**src/hw/rtl/djc_pkg.sv**
```systemverilog
// Shared types, constants and the JET color function for the disparity colorizer.
// Used by djc_div_stage, disparity_jet_colorizer and djc_checker; depends on nothing else.
`default_nettype none

package djc_pkg;

    // Field widths
    localparam int DISP_W   = 16;                 // disparity sample, 1/16 pixel
    localparam int CFG_W    = 12;                 // configuration register width
    localparam int FRAC_W   = 4;                  // times 16
    localparam int SPAN_W   = CFG_W + FRAC_W;     // span in 1/16 pixel
    localparam int COLOR_W  = 8;
    localparam int QUO_W    = 8;                  // color index bits
    localparam int SCALE_W  = 8;                  // times 255 = times 256 minus one
    localparam int REM_W    = DISP_W + SCALE_W;   // scaled difference
    localparam int DIV_STAGES      = 4;
    localparam int STEPS_PER_STAGE = QUO_W / DIV_STAGES;

    // Reset values of the configuration registers
    localparam logic [CFG_W-1:0] LOW_RESET   = 12'd0;
    localparam logic [CFG_W-1:0] RANGE_RESET = 12'd128;

    // Configuration register indexes
    typedef enum logic [0:0] {
        REG_LOW   = 1'b0,
        REG_RANGE = 1'b1
    } cfg_reg_t;

    // Item state inside the divider stages
    typedef struct packed {
        logic [REM_W-1:0] rem;    // partial remainder, shifted left each step
        logic [QUO_W-1:0] quo;    // quotient bits, MSB first
        logic             skip;   // black or clamped: no division needed
        logic             black;
        logic             last;
    } div_t;

    typedef struct packed {
        logic [COLOR_W-1:0] r;
        logic [COLOR_W-1:0] g;
        logic [COLOR_W-1:0] b;
    } rgb_t;

    // Rising ramp: 4,8,...,128 then 131,135,...,255
    function automatic logic [COLOR_W-1:0] ramp_up(input logic [5:0] k);
        logic [5:0] k1;
        k1 = {1'b0, k[4:0]} + 6'd1;
        if (!k[5])
            ramp_up = {k1, 2'b00};
        else
            ramp_up = 8'd131 + {1'b0, k[4:0], 2'b00};
    endfunction

    // Falling ramp: 251,...,4,0
    function automatic logic [COLOR_W-1:0] ramp_down(input logic [5:0] k);
        if (k == 6'd63)
            ramp_down = '0;
        else
            ramp_down = ramp_up(6'd62 - k);
    endfunction

    // JET color of an 8-bit index
    function automatic rgb_t jet_color(input logic [QUO_W-1:0] i);
        rgb_t c;
        logic [5:0] k;
        k = i[5:0];
        if (i < 8'd32) begin
            c.r = '0;  c.g = '0;  c.b = ramp_up(k + 6'd32);
        end else if (i < 8'd96) begin
            c.r = '0;  c.g = ramp_up(k - 6'd32);  c.b = 8'd255;
        end else if (i < 8'd160) begin
            c.r = ramp_up(k - 6'd32);  c.g = 8'd255;  c.b = ramp_down(k - 6'd32);
        end else if (i < 8'd224) begin
            c.r = 8'd255;  c.g = ramp_down(k - 6'd32);  c.b = '0;
        end else begin
            c.r = ramp_down(k - 6'd32);  c.g = '0;  c.b = '0;
        end
        jet_color = c;
    endfunction

endpackage

`default_nettype wire

```
**src/hw/rtl/djc_div_stage.sv**
```systemverilog
// One pipeline stage of the restoring divider: two quotient bits per stage.
// Depends on djc_pkg (div_t, widths).
`default_nettype none

module djc_div_stage
    import djc_pkg::*;
(
    input  wire logic              clk,
    input  wire logic              rst_n,
    input  wire logic [SPAN_W-1:0] divisor,
    input  wire logic              up_valid,
    output logic                   up_ready,
    input  wire div_t              up_data,
    output logic                   down_valid,
    input  wire logic              down_ready,
    output div_t                   down_data
);

    logic             valid_reg;
    div_t             data_reg;
    div_t             data_next;
    logic [REM_W-1:0] dvs_top;

    // Divisor aligned with the top quotient bit
    assign dvs_top = {1'b0, divisor, {(QUO_W-1){1'b0}}};

    // Compare, subtract, shift
    always_comb
    begin
        data_next = up_data;
        if (!up_data.skip)
        begin
            for (int s = 0; s < STEPS_PER_STAGE; s++)
            begin
                if (data_next.rem >= dvs_top)
                begin
                    data_next.rem = data_next.rem - dvs_top;
                    data_next.quo = {data_next.quo[QUO_W-2:0], 1'b1};
                end
                else
                begin
                    data_next.quo = {data_next.quo[QUO_W-2:0], 1'b0};
                end
                data_next.rem = {data_next.rem[REM_W-2:0], 1'b0};
            end
        end
    end

    assign up_ready   = !valid_reg || down_ready;
    assign down_valid = valid_reg;
    assign down_data  = data_reg;

    always_ff @(posedge clk or negedge rst_n)
    begin
        if (!rst_n)
            valid_reg <= 1'b0;
        else if (up_ready)
            valid_reg <= up_valid;
    end

    always_ff @(posedge clk)
    begin
        if (up_ready && up_valid)
            data_reg <= data_next;
    end

endmodule

`default_nettype wire

```
**src/hw/rtl/disparity_jet_colorizer.sv**
```systemverilog
// Top level of the disparity to JET pseudocolor converter.
// Depends on djc_pkg and djc_div_stage.
//
// Usage:
//   Input channel (in_valid / in_stall): one signed disparity sample in
//   1/16 pixel plus a last-pixel flag per transfer. Output channel
//   (out_valid / out_stall): red, green, blue and the copied flag.
//   Configuration channel (cfg_valid / cfg_ready, always ready): index 0
//   writes the lower bound in whole pixels, index 1 the span in whole
//   pixels; write only while the pipeline is empty.
//   Eight register stages: difference, scale by 255, clamp check, four
//   divider stages of two quotient bits each, then the color table into
//   the output register. Throughput is one pixel per cycle while the
//   receiver does not stall; the divider stages set the depth.
//   When the receiver stalls, each stage holds once its successor is full,
//   bubbles are squeezed out, and in_stall rises only when the pipeline is
//   full. Reset empties the pipeline and restores a lower bound of 0 and a
//   span of 128 pixels.
`default_nettype none

module disparity_jet_colorizer
    import djc_pkg::*;
(
    input  wire logic               clk,
    input  wire logic               rst_n,
    // configuration
    input  wire logic               cfg_valid,
    output logic                    cfg_ready,
    input  wire logic [0:0]         cfg_index,
    input  wire logic [CFG_W-1:0]   cfg_data,
    // pixel input
    input  wire logic               in_valid,
    output logic                    in_stall,
    input  wire logic [DISP_W-1:0]  disparity,
    input  wire logic               last_pixel,
    // color output
    output logic                    out_valid,
    input  wire logic               out_stall,
    output logic [COLOR_W-1:0]      red,
    output logic [COLOR_W-1:0]      green,
    output logic [COLOR_W-1:0]      blue,
    output logic                    last_pixel_out
);

    // Configuration registers
    logic [CFG_W-1:0]  low_reg;
    logic [CFG_W-1:0]  range_reg;
    logic [DISP_W-1:0] lower;
    logic [SPAN_W-1:0] span;

    assign cfg_ready = 1'b1;
    assign lower     = {low_reg, {FRAC_W{1'b0}}};
    assign span      = {range_reg, {FRAC_W{1'b0}}};

    always_ff @(posedge clk or negedge rst_n)
    begin
        if (!rst_n)
        begin
            low_reg   <= LOW_RESET;
            range_reg <= RANGE_RESET;
        end
        else if (cfg_valid && cfg_ready)
        begin
            case (cfg_reg_t'(cfg_index))
                REG_LOW:   low_reg   <= cfg_data;
                REG_RANGE: range_reg <= cfg_data;
                default: ;
            endcase
        end
    end

    // Stage 1: difference to the lower bound and black detection
    logic              s1_valid_reg;
    logic [DISP_W-1:0] s1_diff_reg;
    logic              s1_black_reg;
    logic              s1_last_reg;
    logic              s1_ready;
    logic [DISP_W-1:0] diff_next;
    logic              black_next;

    // above the bound the true difference is 1..65535, exact in 16 bits
    assign diff_next  = disparity - lower;
    assign black_next = !($signed(disparity) > $signed(lower)) || (range_reg == '0);

    // Stage 2: scale by 255
    logic              s2_valid_reg;
    logic [REM_W-1:0]  s2_prod_reg;
    logic              s2_black_reg;
    logic              s2_last_reg;
    logic              s2_ready;
    logic [REM_W-1:0]  prod_next;

    assign prod_next = {s1_diff_reg, {SCALE_W{1'b0}}} - {{SCALE_W{1'b0}}, s1_diff_reg};

    // Stage 3: clamp check, seeds the divider
    logic              s3_valid_reg;
    div_t              s3_data_reg;
    div_t              s3_data_next;
    logic              s3_ready;
    logic [REM_W-1:0]  span_full;

    assign span_full = {span, {QUO_W{1'b0}}};

    always_comb
    begin
        s3_data_next.rem   = s2_prod_reg;
        s3_data_next.black = s2_black_reg;
        s3_data_next.last  = s2_last_reg;
        if (!s2_black_reg && s2_prod_reg >= span_full)
        begin
            s3_data_next.quo  = '1;
            s3_data_next.skip = 1'b1;
        end
        else
        begin
            s3_data_next.quo  = '0;
            s3_data_next.skip = s2_black_reg;
        end
    end

    // Divider chain
    logic div_valid [0:DIV_STAGES];
    logic div_ready [0:DIV_STAGES];
    div_t div_data  [0:DIV_STAGES];
    logic out_ready;

    assign div_valid[0] = s3_valid_reg;
    assign div_data[0]  = s3_data_reg;
    assign s3_ready     = !s3_valid_reg || div_ready[0];
    assign div_ready[DIV_STAGES] = out_ready;

    for (genvar g = 0; g < DIV_STAGES; g++)
    begin : g_div
        djc_div_stage u_stage (
            .clk        (clk),
            .rst_n      (rst_n),
            .divisor    (span),
            .up_valid   (div_valid[g]),
            .up_ready   (div_ready[g]),
            .up_data    (div_data[g]),
            .down_valid (div_valid[g+1]),
            .down_ready (div_ready[g+1]),
            .down_data  (div_data[g+1])
        );
    end

    // Handshake chain for the front stages
    assign s2_ready = !s2_valid_reg || s3_ready;
    assign s1_ready = !s1_valid_reg || s2_ready;
    assign in_stall = !s1_ready;

    always_ff @(posedge clk or negedge rst_n)
    begin
        if (!rst_n)
        begin
            s1_valid_reg <= 1'b0;
            s2_valid_reg <= 1'b0;
            s3_valid_reg <= 1'b0;
        end
        else
        begin
            if (s1_ready)
                s1_valid_reg <= in_valid;
            if (s2_ready)
                s2_valid_reg <= s1_valid_reg;
            if (s3_ready)
                s3_valid_reg <= s2_valid_reg;
        end
    end

    always_ff @(posedge clk)
    begin
        if (s1_ready && in_valid)
        begin
            s1_diff_reg  <= diff_next;
            s1_black_reg <= black_next;
            s1_last_reg  <= last_pixel;
        end
        if (s2_ready && s1_valid_reg)
        begin
            s2_prod_reg  <= prod_next;
            s2_black_reg <= s1_black_reg;
            s2_last_reg  <= s1_last_reg;
        end
        if (s3_ready && s2_valid_reg)
            s3_data_reg <= s3_data_next;
    end

    // Output register: color table lookup
    logic out_valid_reg;
    rgb_t out_rgb_reg;
    rgb_t rgb_next;
    logic out_last_reg;

    always_comb
    begin
        if (div_data[DIV_STAGES].black)
            rgb_next = '0;
        else
            rgb_next = jet_color(div_data[DIV_STAGES].quo);
    end

    assign out_ready = !out_valid_reg || !out_stall;

    always_ff @(posedge clk or negedge rst_n)
    begin
        if (!rst_n)
            out_valid_reg <= 1'b0;
        else if (out_ready)
            out_valid_reg <= div_valid[DIV_STAGES];
    end

    always_ff @(posedge clk)
    begin
        if (out_ready && div_valid[DIV_STAGES])
        begin
            out_rgb_reg  <= rgb_next;
            out_last_reg <= div_data[DIV_STAGES].last;
        end
    end

    assign out_valid      = out_valid_reg;
    assign red            = out_rgb_reg.r;
    assign green          = out_rgb_reg.g;
    assign blue           = out_rgb_reg.b;
    assign last_pixel_out = out_last_reg;

endmodule

`default_nettype wire

```
**config.mk**
```make
export PLATFORM = sky130hd
export DESIGN_NAME = disparity_jet_colorizer
export DESIGN_NICKNAME = d
export VERILOG_FILES = /design/src/hw/rtl/djc_pkg.sv /design/src/hw/rtl/djc_div_stage.sv /design/src/hw/rtl/disparity_jet_colorizer.sv
export SDC_FILE = /design/constraint.sdc
export NUM_CORES = 1
export LEC_CHECK = 0
export BUFFER_PORTS_ARGS = -buffer_cell sky130_fd_sc_hd__buf_2
export CAP_MARGIN = 20
export CORE_UTILIZATION = 57
export DETAILED_ROUTE_END_ITERATION = 6
export PLACE_DENSITY = 0.77
export SLEW_MARGIN = 20
export SYNTH_ARGS = -nofsm -noshare
export SYNTH_HDL_FRONTEND = slang
export SYNTH_SLANG_ARGS = --single-unit
```
**constraint.sdc**
```tcl
create_clock -name clk -period 5.22 [get_ports clk]
set_input_delay 0.783 -clock clk [delete_from_list [all_inputs] [get_ports clk]]
set_output_delay 0.783 -clock clk [all_outputs]
set_load 0.01 [all_outputs]
```
==> metrics.txt, run 1 <==
Congestion Overflow GR=0; Worst path slowest cell=or4_1; Avg Vias per Cell=6.010; mapped cell area=between 15,000 and 20,000 sq um; vias in the first global route=11,750; Layout Cells excl Fill=between 1,500 and 2,000; status=complete, but fails checks; Initial Util=between 50% and 60%; TritonRoute pass-1 iters=7; final net count=1,740; period utilization=95.73%; 1st-iter DRT viols=838; Clock Tree Buf Depth=3; CP Launch Type=flop; number of synthesized flops with an enable pin=200; clk_skew=0.01076 ns; Fin. Hold Viols=0; Design Area, Final=between 15,000 and 20,000 sq um; Core Box Area=roughly 27,000 sq um; RSZ-0062 raised after global routing=no; Final Power=12.72 mW; Final Max Slew Viols=0; simple-gate share of the synthesized area=about an eighth; Skew-Pair Late Insertion Delay=~0.53 ns; Adder-Cell Fraction of Synth Area=a little under an eighth; post-synthesis cell count=1,489; Main synth FF type=edfxtp_1; Synth Register Bits=232; dpl cells=1,877; Synth Area in Compound Gates=between 10% and 20%; vias=11,587; setup_tns=0 ns; Crit path buffers/inverters=3; fillers=2,097; Slew HR=a little under two fifths; Post-Route WL=35.02 mm; CP cell instances=inv_1 > buf_4 > ha_1 > or4_1 > a21o_1 > a211o_4 > nand2_1 > mux2_2 > ha_1 > nand3_1 > a21oi_1 > o31a_1 > o41ai_2 > o21ai_0 > a211oi_4 > buf_6 > mux2i_1 > a21oi_1; power density cells=around 730 nW/um^2; width of the die=167.1 um; DRC Markers=1; H-tree levels=1; Pleak=7.013 nW; minimum clock period=4.997 ns; HP Class=in2async; CP arrival=5.26 ns; Die Y=167.1 um; number of routed nets with antenna violations=0; ANT cells=0; Max VDD drop=0.3847 mV; worst-margin pin slew=0.9471 ns; Max Clock Freq=0.2001 GHz; DR WL/cell=approximately 18 um; # rows=60; Syn Area/Cell=10.43 sq um; main combinational cell family by area after synthesis=compound AO/OA/AOI/OAI gates; ys async rst share=13.79%; syn_nets=~1,700; Port Buffer Count=61; failing checks=design-rule violations; I/O pin total=63; fraction of layout instances using a drive strength above 1=15.75%; MaxCap Viol Count=0; number of flip-flops under the largest register name=106; GRT Total Usage=between 20% and 30%; Die ar.=27,920 sq um; CTS tree=done; CTS Buf Count=26; Clock Sinks=232; Yosys cell types=73; critical path peak fanout=16; dpl cell area=16,330 sq um; Crit path max-delay family=compound AO/OA/AOI/OAI gates; Seq/Total Area, Yosys=43.82%; CP endpoint kind=flop; DP Worst Slack=0.05422 ns; first-pass GRT wire length=around 57 mm; mux share of post-synthesis cell area=7.813%; largest net degree at the start of global routing=40; clock-pin transition on the worst setup and hold timing paths=0.06 ns; # setup viols final=0; setup slack after layout=0.2230 ns; Root Driver=clkbuf_16; area delta synth->final=11.51%; Setup CP Type=reg2reg; GP Congestion=0.9726; Yosys warning count=0; slowest cell delay on critical path=0.60 ns; DPL Wire Length=26.90 mm; Post-CTS Hold Buffers=0; initial antenna violation count=0; Worst Path Required=~5.5 ns; Synth Area in XOR/XNOR=5.582%
## worst reg2reg max path: stages (launching register included)
cell      delay [ns]
dfrtp_1         0.39
inv_1           0.11
buf_4           0.18
ha_1            0.23
or4_1           0.60
a21o_1          0.20
a211o_4         0.29
nand2_1         0.17
mux2_2          0.38
ha_1            0.33
nand3_1         0.11
a21oi_1         0.07
o31a_1          0.31
o41ai_2         0.35
o21ai_0         0.20
a211oi_4        0.19
buf_6           0.23
mux2i_1         0.26
a21oi_1         0.10
## cells by family after synthesis
| logic type | Yosys count |
|---|---|
| simple gates | 421 |
| compound gates | 341 |
| flops | 232 |
| buf+inv | 143 |
| fa+ha+maj | 141 |
| mux | 111 |
| xor+xnor | 99 |
| other cells | 1 |
## routing by layer
layer / vias to the layer above / global-route usage (%) / share of wire, %
li1: 5690 / - / -
met1: 5487 / 30.29 / 41
met2: 320 / 46.66 / 51
met3: 90 / 2.694 / 3.9
met4: 0 / 10.51 / 4.0
met5: - / 0 / 0
## worst paths after layout
path	start	endpoint	slack, ns	cells past startpoint
worst max-delay path	range_reg[10]	g_div[1].u_stage.down_data[32]	0.22	18
worst min-delay path	rst_n	range_reg[10]	0.34	1
worst max register to register	range_reg[10]	g_div[1].u_stage.down_data[32]	0.22	18
worst min register to register	g_div[0].u_stage.down_data[1]	g_div[1].u_stage.down_data[1]	0.42	0
max in group asynchronous	rst_n	range_reg[0]	4.36	1
min in group clk	g_div[0].u_stage.down_data[1]	g_div[1].u_stage.down_data[1]	0.42	0
## where the power goes
part,switching (mW),internal [mW]
sequential,0.477,2.87
clock,0.729,1.20
combinational,4.05,3.41
## repair_timing
action,in CTS,in global routing
endpoints found under the setup margin,0,39
endpoints found under the hold margin,0,0
gates resized for setup,0,11
setup buffers,0,3
## Yosys cell counts, types with 7 or more instances
cell type / n / share of area, %
and2_1: 19 / 0.77
nor3_1: 31 / 1.0
a31oi_1: 8 / 0.32
nor4_1: 16 / 0.64
a221oi_1: 10 / 0.56
or3_1: 12 / 0.48
nand2_1: 99 / 2.4
fa_1: 8 / 1.0
nand3_1: 30 / 0.97
ha_1: 130 / 10
mux2_2: 82 / 5.9
or4_1: 10 / 0.48
nand4_1: 22 / 0.89
edfxtp_1: 200 / 39
mux2i_1: 29 / 1.9
buf_4: 7 / 0.34
clkbuf_1: 37 / 0.89
nand2b_1: 14 / 0.56
xor2_1: 29 / 1.6
inv_1: 90 / 2.2
a21o_1: 22 / 1.1
a211oi_1: 12 / 0.58
nor2_1: 122 / 2.9
a21boi_0: 9 / 0.43
nor2b_1: 22 / 0.89
o21a_1: 18 / 0.87
a21oi_1: 103 / 3.3
dfrtp_1: 31 / 5.0
xnor2_1: 70 / 3.9
o21ai_0: 85 / 2.7
## final cells by class
class,instances,area [sq um],area share [%]
clock buffers,36,749.5,4.326
clock inverters,12,166.4,0.9606
inverters,93,352.8,2.037
multi-input cells,1114,8205,47.37
flip-flops and latches,232,6808,39.30
well taps,341,426.7,2.463
repair buffers,100,614.3,3.546
## through the flow
stage          utilization [%]  hold slack [ns]
6_report                 64.46           0.3412
5_1_grt                  64.46           0.3892
4_1_cts                  64.16           0.3455
3_5_place_dp             60.75           0.4045
3_3_place_gp             60.75           0.4005
2_1_floorplan                -           0.4003
## cell usage in the layout, fill, tap and decap left out, types with 8 or more instances in the layout
master       n
nand4_1     22
a21boi_0     8
o21a_1      18
edfxtp_1   200
nand2_1     98
mux2i_1     28
a21o_1      22
xnor2_1     70
nand2b_1    14
clkbuf_16   27
dfrtp_1     31
a221oi_1    10
nand3_1     30
nor2_1     122
nor3_1      31
mux2_2      82
fa_1         8
a21oi_1    102
buf_4       37
nor4_1      15
or3_1       12
buf_2       61
or4_1       10
inv_1       89
nor2b_1     21
o21ai_0     84
ha_1       130
xor2_1      29
and2_1      18
a31oi_1      8
a211oi_1    12
(Power assumes the default switching activity.)
==> run 2: changes to the inputs <==
CORE_UTILIZATION = 59   (was 57)
CTS_BUF_LIST = sky130_fd_sc_hd__clkbuf_2 sky130_fd_sc_hd__clkbuf_4 sky130_fd_sc_hd__clkbuf_8   (was unset)
PLACE_DENSITY = 0.8   (was 0.77)
==> run 2 against run 1 <==
  * The flow now finishes without violations
  * Sequential share of layout area up 0.28 points
  * First-iteration DRC count rose by 0.36%
  * Routed wire length rose by 1.0%
  * Total power fell by 1.5%
  * Worst hold slack worse by 0.017 ns
  * Non-clock buffer count shrank 3
  * Via count up 0.35%
  * Critical endpoint is now g_div[0].u_stage.down_data[33]
  * Largest cell class unchanged
==> metrics.txt, run 2 (synthesis results as in run 1) <==
final hold slack=0.3245 ns (-0.01662 ns); Core Box Area=25,910 sq um (-3.6%); Clock Sinks=232 (unchanged); Root Driver=clkbuf_8; CP arrival=5.35 ns (+0.09 ns); Initial Util=59.95% (+2.2 points); MaxCap Viol Count=0 (unchanged); fraction of layout instances using a drive strength above 1=16.98% (+1.2 points); TritonRoute pass-1 iters=7 (unchanged); DRC Markers=0 (-1); final net count=1,751 (+0.63%); CTS tree=done; CP Launch Type=flop; Die Y=164.3 um (-1.7%); first-pass GRT wire length=56.26 mm (-1.5%); H-tree levels=2 (+1); minimum clock period=5.068 ns (+0.07150 ns); CTS Buf Count=40 (+54%); # setup viols final=0 (unchanged); commonest non-fill, non-tap cells in the layout=edfxtp_1 (200), ha_1 (130), nor2_1 (122); RSZ-0062 raised after global routing=yes; Setup CP Type=reg2reg; Setup crit end=g_div[0].u_stage.down_data[33]; 1st-iter DRT viols=841 (+0.36%); clk_skew=0.03729 ns (+0.02654 ns); number of routed nets with antenna violations=0 (unchanged); r2r startpoint=range_reg[7]; clock-pin transition on the worst setup and hold timing paths=0.06 ns (about the same); Crit. Startpoint=range_reg[7]; setup_tns=0 ns (unchanged); Post-Route WL=35.37 mm (+1.0%); Design Area, Final=17,200 sq um (-0.71%); # rows=59 (-1.7%); GP Congestion=0.9192 (-5.5%); power density cells=728.7 nW/um^2 (-0.80%); Pleak=6.966 nW (-0.67%); DP Worst Slack=0.01523 ns (-0.03900 ns); HP Class=in2async; fillers=2,002 (-4.5%); Avg Vias per Cell=5.984 (-0.43%); critical path peak fanout=16 (unchanged); Clock Tree Buf Depth=3 (unchanged); largest net degree at the start of global routing=40 (unchanged); Skew-Pair Late Insertion Delay=0.55 ns (+0.02 ns); R2R depth=16 (-2); setup slack after layout=0.1515 ns (-0.07150 ns); Die ar.=26,980 sq um (-3.4%); Worst Path Required=5.50 ns (+0.02 ns); DPL Wire Length=27.24 mm (+1.3%); Final Max Slew Viols=0 (unchanged); Port Buffer Count=61 (unchanged); GRT Total Usage=26.63% (+1.2 points); width of the die=164.3 um (-1.7%); vias=11,627 (+0.35%); ANT cells=0 (unchanged); Max VDD drop=0.5170 mV (+34%); dpl cell area=16,310 sq um (about the same); Max Clock Freq=0.1973 GHz (-1.4%); Fin. Hold Viols=0 (unchanged); area delta synth->final=10.72%; initial antenna violation count=0 (unchanged); CP endpoint kind=flop; DR WL/cell=18.21 um (+0.24%); I/O pin total=63 (unchanged); vias in the first global route=11,320 (-3.7%); r2r setup slk=0.15 ns (-0.07 ns); Congestion Overflow GR=0 (unchanged); period utilization=97.10% (+1.4 points); worst-margin pin slew=0.9505 ns (+0.003398 ns); status=finished clean; Worst R2R End=g_div[0].u_stage.down_data[33]; Slew HR=36.64% (-0.23 points); number of flip-flops under the largest register name=106 (unchanged); Post-CTS Hold Buffers=0 (unchanged); most common cell after layout, fill and taps aside=edfxtp_1
run 2: how the worst min path moves through the flow:
stage                                   from  cells after the start                             to  slack, ns
2_1_floorplan                    s2_last_reg                      0                  div_data[140]       0.40
3_3_place_gp                    s1_black_reg                      0                   s2_black_reg       0.40
3_5_place_dp   g_div[0].u_stage.down_data[0]                      0  g_div[1].u_stage.down_data[0]       0.40
4_1_cts                                rst_n                      1                      out_valid       0.32
5_1_grt                                rst_n                      1                      out_valid       0.36
6_report                               rst_n                      1    g_div[2].u_stage.down_valid       0.32
run 2: what timing repair did:
item                       in CTS  in global routing
gates resized for setup         1                 11
hold endpoints to repair        0                  0
pin swaps                       0                  1
buffers inserted                0                  1
setup endpoints to repair       1                 39
cloned                          0                  0
run 2: per-stage QoR:
| stage | cells | power, mW | utilization, % |
|---|---|---|---|
| after floorplan | 1489 | 9.015 | - |
| after global placement | 1870 | 10.51 | 62.96 |
| after detailed placement | 1870 | 10.66 | 62.96 |
| after CTS | 1942 | 12.37 | 66.11 |
| after global routing | 1943 | 13.54 | 66.38 |
| final | 1943 | 12.53 | 66.38 |
run 2: final cells by class:
| cell class | instances | area, sq um | share of cell area [%] |
|---|---|---|---|
| flip-flops and latches | 232 | 6808 | 39.58 |
| multi-input cells | 1114 | 8223 | 47.81 |
| clock buffers | 56 | 695.7 | 4.045 |
| well taps | 335 | 419.2 | 2.437 |
| clock inverters | 16 | 113.9 | 0.6620 |
| repair buffers | 97 | 591.8 | 3.441 |
| inverters | 93 | 349.1 | 2.030 |
run 2: per-layer routing:
metal  vias up  routed length (um)  global-route usage (%)
met3        77                1425                   3.258
met5         -                   0                       0
li1       5707                   -                       -
met1      5539               14660                   31.73
met4         0                1268                   11.03
met2       304               18020                   48.29
run 2: report_power, final:
group	switching, mW	total [mW]	internal (mW)
sequential	0.474	3.34	2.87
clock	0.731	1.65	0.918
combinational	4.12	7.54	3.42
run 2: critical path, cell delays in order (launching register included):
cell	delay (ns)
dfstp_2	0.55
inv_1	0.17
ha_1	0.40
nand4_1	0.15
or3_1	0.44
o21a_1	0.22
a22oi_2	0.14
buf_4	0.21
mux2_2	0.37
ha_1	0.44
nand3_1	0.13
or4_1	0.51
nand4b_1	0.17
a31oi_2	0.15
o21ai_4	0.26
nor3b_1	0.13
a311o_1	0.35
